## src/mld_pkg.sv

```systemverilog
package mld_pkg;

   // fixed field widths
   localparam int TOKEN_W = 32;   // token port
   localparam int IDX_W   = 6;    // line index / count, 0..32
   localparam int STEP_W  = 7;    // edit distance / step count, 0..64
   localparam int PT_W    = 7;    // search coordinate, may run past the end by d
   localparam int SK_W    = 10;   // signed diagonal arithmetic

   localparam int MAX_LINES_DEF  = 32;
   localparam int TOKEN_BITS_DEF = 32;

   // command codes
   localparam logic [1:0] CMD_LOAD_OLD = 2'd0;
   localparam logic [1:0] CMD_LOAD_NEW = 2'd1;
   localparam logic [1:0] CMD_RUN      = 2'd2;

   // script op codes
   localparam logic [1:0] OP_KEEP   = 2'd0;
   localparam logic [1:0] OP_DELETE = 2'd1;
   localparam logic [1:0] OP_INSERT = 2'd2;

   // one backtrack step written into the script store
   typedef struct packed {
      logic             valid;
      logic [IDX_W-1:0] addr;
      logic [IDX_W-1:0] px;
      logic [IDX_W-1:0] py;
      logic [IDX_W-1:0] x;
      logic [IDX_W-1:0] y;
   } mld_step_wr_type;

   // search done, script emission may start
   typedef struct packed {
      logic              valid;
      logic [STEP_W-1:0] steps;
      logic [IDX_W-1:0]  n;
      logic [IDX_W-1:0]  m;
   } mld_launch_type;

endpackage

```

## src/mld_emit.sv

```systemverilog
module mld_emit #(
   parameter int MAX_LINES = mld_pkg::MAX_LINES_DEF
) (
   input  logic                           clock,
   input  logic                           reset,
   input  mld_pkg::mld_step_wr_type       step_wr,
   input  mld_pkg::mld_launch_type        launch,
   output logic                           busy,
   output logic                           rsp_strobe,
   output logic [1:0]                     rsp_op,
   output logic [mld_pkg::IDX_W-1:0]      rsp_old_index,
   output logic [mld_pkg::IDX_W-1:0]      rsp_new_index,
   output logic                           rsp_last
);
   import mld_pkg::*;

   localparam int SD = 2 * MAX_LINES;
   localparam int SA = $clog2(SD);
   localparam int EW = 4 * IDX_W;

   typedef enum logic [4:0] {
      E_IDLE = 5'b00001,
      E_RD   = 5'b00010,
      E_KEEP = 5'b00100,
      E_TAIL = 5'b01000,
      E_FIN  = 5'b10000
   } mld_emit_state_type;

   logic [EW-1:0] step_mem [SD];
   logic [EW-1:0] mem_q;
   logic          rd_en;

   mld_emit_state_type state_ff, state_in;
   logic [STEP_W-1:0]  i_ff, i_in;
   logic [IDX_W-1:0]   n_ff, n_in, m_ff, m_in, cx_ff, cx_in, cy_ff, cy_in;
   logic               pend_v_ff, pend_v_in;
   logic [1:0]         pend_op_ff, pend_op_in;
   logic [IDX_W-1:0]   pend_oi_ff, pend_oi_in, pend_ni_ff, pend_ni_in;
   logic               out_v_ff, out_v_in, out_last_ff, out_last_in;
   logic [1:0]         out_op_ff, out_op_in;
   logic [IDX_W-1:0]   out_oi_ff, out_oi_in, out_ni_ff, out_ni_in;

   logic               gen_v;
   logic [1:0]         gen_op;
   logic [IDX_W-1:0]   gen_oi, gen_ni;
   logic [IDX_W-1:0]   e_px, e_py, e_x, e_y;

   assign e_px = mem_q[EW-1 -: IDX_W];
   assign e_py = mem_q[EW-IDX_W-1 -: IDX_W];
   assign e_x  = mem_q[2*IDX_W-1 -: IDX_W];
   assign e_y  = mem_q[IDX_W-1:0];

   assign busy          = (state_ff != E_IDLE);
   assign rsp_strobe    = out_v_ff;
   assign rsp_op        = out_op_ff;
   assign rsp_old_index = out_oi_ff;
   assign rsp_new_index = out_ni_ff;
   assign rsp_last      = out_last_ff;

   always_comb begin
      state_in   = state_ff;
      i_in       = i_ff;
      n_in       = n_ff;
      m_in       = m_ff;
      cx_in      = cx_ff;
      cy_in      = cy_ff;
      rd_en      = 1'b0;
      gen_v      = 1'b0;
      gen_op     = OP_KEEP;
      gen_oi     = cx_ff;
      gen_ni     = cy_ff;
      pend_v_in  = pend_v_ff;
      pend_op_in = pend_op_ff;
      pend_oi_in = pend_oi_ff;
      pend_ni_in = pend_ni_ff;
      out_v_in   = 1'b0;
      out_last_in = 1'b0;
      out_op_in  = out_op_ff;
      out_oi_in  = out_oi_ff;
      out_ni_in  = out_ni_ff;

      case (state_ff)
         E_IDLE: begin
            if (launch.valid) begin
               i_in  = launch.steps;
               n_in  = launch.n;
               m_in  = launch.m;
               cx_in = '0;
               cy_in = '0;
               state_in = (launch.steps == '0) ? E_TAIL : E_RD;
            end
         end
         E_RD: begin
            rd_en    = 1'b1;
            state_in = E_KEEP;
         end
         E_KEEP: begin
            if ((cx_ff < e_px) && (cy_ff < e_py)) begin
               gen_v = 1'b1;
               cx_in = cx_ff + IDX_W'(1);
               cy_in = cy_ff + IDX_W'(1);
            end else begin
               if (e_x > e_px) begin
                  gen_v  = 1'b1;
                  gen_op = OP_DELETE;
                  gen_oi = e_px;
                  cx_in  = cx_ff + IDX_W'(1);
               end else if (e_y > e_py) begin
                  gen_v  = 1'b1;
                  gen_op = OP_INSERT;
                  gen_ni = e_py;
                  cy_in  = cy_ff + IDX_W'(1);
               end
               i_in     = i_ff - STEP_W'(1);
               state_in = (i_ff == STEP_W'(1)) ? E_TAIL : E_RD;
            end
         end
         E_TAIL: begin
            if ((cx_ff < n_ff) && (cy_ff < m_ff)) begin
               gen_v = 1'b1;
               cx_in = cx_ff + IDX_W'(1);
               cy_in = cy_ff + IDX_W'(1);
            end else begin
               state_in = E_FIN;
            end
         end
         E_FIN: begin
            // flush the held item as the final one
            out_v_in    = pend_v_ff;
            out_last_in = pend_v_ff;
            out_op_in   = pend_op_ff;
            out_oi_in   = pend_oi_ff;
            out_ni_in   = pend_ni_ff;
            pend_v_in   = 1'b0;
            state_in    = E_IDLE;
         end
         default: begin
            state_in = E_IDLE;
         end
      endcase

      // one item is held back so the last one can be marked
      if (gen_v) begin
         out_v_in   = pend_v_ff;
         out_op_in  = pend_op_ff;
         out_oi_in  = pend_oi_ff;
         out_ni_in  = pend_ni_ff;
         pend_v_in  = 1'b1;
         pend_op_in = gen_op;
         pend_oi_in = gen_oi;
         pend_ni_in = gen_ni;
      end
   end

   always_ff @(posedge clock) begin
      if (reset) begin
         state_ff    <= E_IDLE;
         pend_v_ff   <= 1'b0;
         out_v_ff    <= 1'b0;
         out_last_ff <= 1'b0;
      end else begin
         state_ff    <= state_in;
         pend_v_ff   <= pend_v_in;
         out_v_ff    <= out_v_in;
         out_last_ff <= out_last_in;
      end
   end

   always_ff @(posedge clock) begin
      i_ff       <= i_in;
      n_ff       <= n_in;
      m_ff       <= m_in;
      cx_ff      <= cx_in;
      cy_ff      <= cy_in;
      pend_op_ff <= pend_op_in;
      pend_oi_ff <= pend_oi_in;
      pend_ni_ff <= pend_ni_in;
      out_op_ff  <= out_op_in;
      out_oi_ff  <= out_oi_in;
      out_ni_ff  <= out_ni_in;
   end

   always_ff @(posedge clock) begin
      if (step_wr.valid) begin
         step_mem[step_wr.addr[SA-1:0]] <= {step_wr.px, step_wr.py, step_wr.x, step_wr.y};
      end
      if (rd_en) begin
         mem_q <= step_mem[SA'(i_ff - STEP_W'(1))];
      end
   end

endmodule

```

## config.mk

```make
export PLATFORM = sky130hd
export DESIGN_NAME = mld_emit
export DESIGN_NICKNAME = d
export VERILOG_FILES = /design/src/mld_pkg.sv /design/src/mld_emit.sv
export SDC_FILE = /design/constraint.sdc
export NUM_CORES = 2
export LEC_CHECK = 0
export ABC_AREA = 1
export BUFFER_PORTS_ARGS = -buffer_cell sky130_fd_sc_hd__buf_2
export CAP_MARGIN = 25
export CORE_ASPECT_RATIO = 1.4
export CORE_UTILIZATION = 55
export DETAILED_ROUTE_END_ITERATION = 12
export PLACE_DENSITY_LB_ADDON = 0.08
export SETUP_SLACK_MARGIN = 0.05
export SYNTH_ARGS = -nofsm -noshare
export SYNTH_HDL_FRONTEND = slang
export SYNTH_SLANG_ARGS = --single-unit
```

## constraint.sdc

```tcl
create_clock -name clock -period 3.2 [get_ports clock]
set_input_delay 0.16 -clock clock [delete_from_list [all_inputs] [get_ports clock]]
set_output_delay 0.16 -clock clock [all_outputs]
set_load 0.02 [all_outputs]
```

==> results.yml <==
synthesis:
  synth.avg_cell_area_sq_um: 11.7
  yosys.area_share.simple: 0.176
  ys_types: 29
  synth_area_sq_mm: 0.0668
  netlist_instances: 5690
  synth_compound_area_frac: 0.0476
  synth-seq-cells: 1627
  yosys.area.top_type: "edfxtp_1"
  synth_fa_ha_area_frac: 0.00675
  synth_top_area_share: 0.728
  synth_top_family_by_area: "simple AND/OR/NAND/NOR gates"
  yosys_warnings: 0
  synth_area_leaders: "edfxtp_1 73%, nand2_1 6.2%, nand3_1 6.0%, nor2_1 4.9%, o21ai_0 2.6%"
  syn-num-nets: 5779
  synth_xor_area_frac: 0.00118
  muxShareOfSynthArea: 0
  ys_seq_area_frac: 0.731
worst_setup_path:
  required_ns: 3.75
  cp_num_buf_inv: 4
  r2r_slack_ns: 0.04
  rr_endpoint: "mem_q[1]$_DFFE_PP_"
  slowest_stage: "edfxtp_1"
  crit_top_cell: "nand3_1"
  crit_type: "register to register"
  cp_cell_sequence: "inv_8 -> ha_4 -> xnor2_2 -> buf_4 -> buf_12 -> buf_12 -> nand3_1 -> nand3_1 -> nand3_1 -> nand3_1 -> nand2_1"
  end_kind: "register"
  cp.arrival_ns: 3.71
  rr_worst_depth: 11
  cp-start-kind: "register"
  critPathMaxStageDelay_ns: 0.51
  cp_max_fo: 26
  cp_top_family: "simple AND/OR/NAND/NOR gates"
  reg2reg_from: "i_ff[0]$_DFFE_PP_"
sta:
  skew_ns: 0.0254
  relSlewSlack: 0.329
  tightest_slew_ns: 1.00
  max_freq_mhz: 317
  final_hold_viol_count: 0
  rsz0062_at_grt: "false"
  setup_viol: 0
  min_period_over_period: 0.986
  min_period_ns: 3.16
  finalSetupTns_ns: 0
  drv_slew: 0
clock_network:
  cts_tree: "built"
  cts_setup_buffers: 0
  insertion_delay_ns: 0.80
  root_buffer: "clkbuf_16"
  cts_buffers: 156
  clk_pin_slew_ns: 0.06
  cts_buffer_depth: 3
  clock-sinks: 1627
  h-tree-depth: 4
drt:
  viasPerCell: 5.85
  dr.pass1.iters: 6
  drt_iter0_markers: 5360
  drcViolationCount: 0
  post_drt_wl_per_cell_microns: 24.8
  vias: 44300
  routed_wirelength_microns: 188000
  drtAntennaViolNets: 0
run_status:
  status: "finished clean"
floorplan:
  die_width_microns: 296
  die_h_microns: 414
  ios: 70
  dieArea_sq_mm: 0.123
  start_util: 0.557
  std_cell_rows: 150
  fp.coreArea_sq_mm: 0.120
global_route:
  grt_pass1_wl_microns: 275000
  first_global_vias: 42100
  grt_use_total: 0.309
  gr-total-overflow: 0
  grt_max_degree: 142
  antenna_found_initial: 5
placement:
  placed_cells: 7249
  dpl_cell_area_sq_mm: 0.0706
  dp_hpwl_microns: 109000
  port_buffers: 69
  gp_congestion: 0.871
cells_and_area:
  fin_cells: 7566
  postLayoutCellArea_sq_mm: 0.0758
  nets: 5940
  nFillCells: 9202
  syn_to_final_growth_pct: 13.5
  drive_above_1_share: 0.102
worst_hold_path:
  hold_path_end: "step_mem[59][3]$_DFFE_PP_"
  hold_depth: 1
  hold_class: "input pin to register"
  hold_start: "step_wr[3]"
job:
  maxCapViolations: 0
power_and_ir_drop:
  irDropWorstVdd_mv: 0.948
  power.leakage_nw: 27.4
  p_per_area_mw_per_mm2: 1010
[metal layers]
layer	vias up	wire, microns	global-route usage
li1	20200	-	-
met4	2	7760	0.130
met2	1946	92200	0.505
met3	311	14200	0.0486
met5	-	13	0
met1	21800	73700	0.413
[synth_stat cells (all sizes together)]
master  number
nand3b       1
a21oi       17
or2         24
dfxtp        8
xor2         5
a31oi        1
nor2       864
xnor2        4
nand4       14
o31ai        1
edfxtp    1619
buf        157
ha          36
nor3b        1
o211ai     138
o22ai        1
clkbuf     180
o21ai      405
inv        294
nor4        10
a21boi       1
nand3      802
nand2     1100
nor3         7
[how the worst max path moves through the flow]
stage	startpoint	endpoint	slack (ns)	depth (start not counted)
3_3_place_gp	i_ff[0]$_DFFE_PP_	mem_q[19]$_DFFE_PP_	-0.14	10
3_5_place_dp	i_ff[0]$_DFFE_PP_	mem_q[19]$_DFFE_PP_	-0.15	10
2_1_floorplan	step_wr[30]	step_mem[32][0]$_DFFE_PP_	-0.30	3
6_report	i_ff[0]$_DFFE_PP_	mem_q[1]$_DFFE_PP_	0.04	11
4_1_cts	i_ff[0]$_DFFE_PP_	mem_q[16]$_DFFE_PP_	0.08	11
5_1_grt	i_ff[0]$_DFFE_PP_	mem_q[15]$_DFFE_PP_	0.05	11
[logic make-up after synthesis]
group | after synthesis
flip-flops | 1627
adder cells (fa/ha/maj) | 36
XOR/XNOR | 9
buffers and inverters | 631
AO/OA/AOI/OAI | 564
AND/OR/NAND/NOR | 2823
[stage by stage]
step | power [mW] | hold slack (ns) | utilization | worst slack [ns]
2_1_floorplan | 44.9 | 0.229 | - | -0.302
3_3_place_gp | 59.0 | 0.342 | 0.588 | -0.137
3_5_place_dp | 59.2 | 0.339 | 0.588 | -0.149
4_1_cts | 76.8 | 0.0283 | 0.631 | 0.0793
5_1_grt | 80.4 | 0.0430 | 0.632 | 0.0547
6_report | 76.8 | 0.0400 | 0.632 | 0.0436
[layout make-up]
cell class	count	area (sq um)	share of cell area
antenna	3	7.51	0.0000991
multi-input combinational	3432	15800	0.208
timing repair buffer	340	3330	0.0440
tap	1596	2000	0.0264
sequential	1627	48800	0.644
clock buffer	200	4180	0.0551
clock inverter	74	566	0.00746
inverter	294	1120	0.0148
[state kept, by name (all words and copies together), names as in the netlist]
name           cells
pend_v_ff          1
rsp_strobe         1
cx_ff              6
rsp_op             2
pend_op_ff         2
step_mem        1536
i_ff               7
rsp_last           1
pend_ni_ff         6
rsp_old_index      6
rsp_new_index      6
cy_ff              6
mem_q             24
state_ff           5
m_ff               6
pend_oi_ff         6
n_ff               6
[repair_timing]
item / CTS / global route
hold endpoints to repair: 314 / 16
endpoints found under the setup margin: 3 / 6
resized for setup: 4 / 6
hold buffers: 38 / 1
[power breakdown]
part           switching, mW  internal (mW)
combinational           24.0           10.6
sequential             0.383           24.1
clock                   7.74           9.82
total                   32.1           44.6
[layout by cell type (no fill, tap or decap), types with 18 or more instances in the layout]
| cell | n |
|---|---|
| edfxtp_1 | 1619 |
| nand2_1 | 1100 |
| nor2_1 | 808 |
| nand3_1 | 794 |
| o21ai_0 | 350 |
| inv_1 | 290 |
| buf_4 | 164 |
| clkbuf_16 | 161 |
| o211ai_1 | 138 |
| buf_2 | 68 |
| buf_12 | 68 |
| nor2_2 | 56 |
| o21ai_1 | 55 |
| clkbuf_1 | 39 |
| dlygate4sd3_1 | 39 |
| clkinv_1 | 36 |
| ha_1 | 35 |
| or2_2 | 24 |
| clkinv_2 | 18 |
No activity file was read; power rests on OpenSTA's default activity.
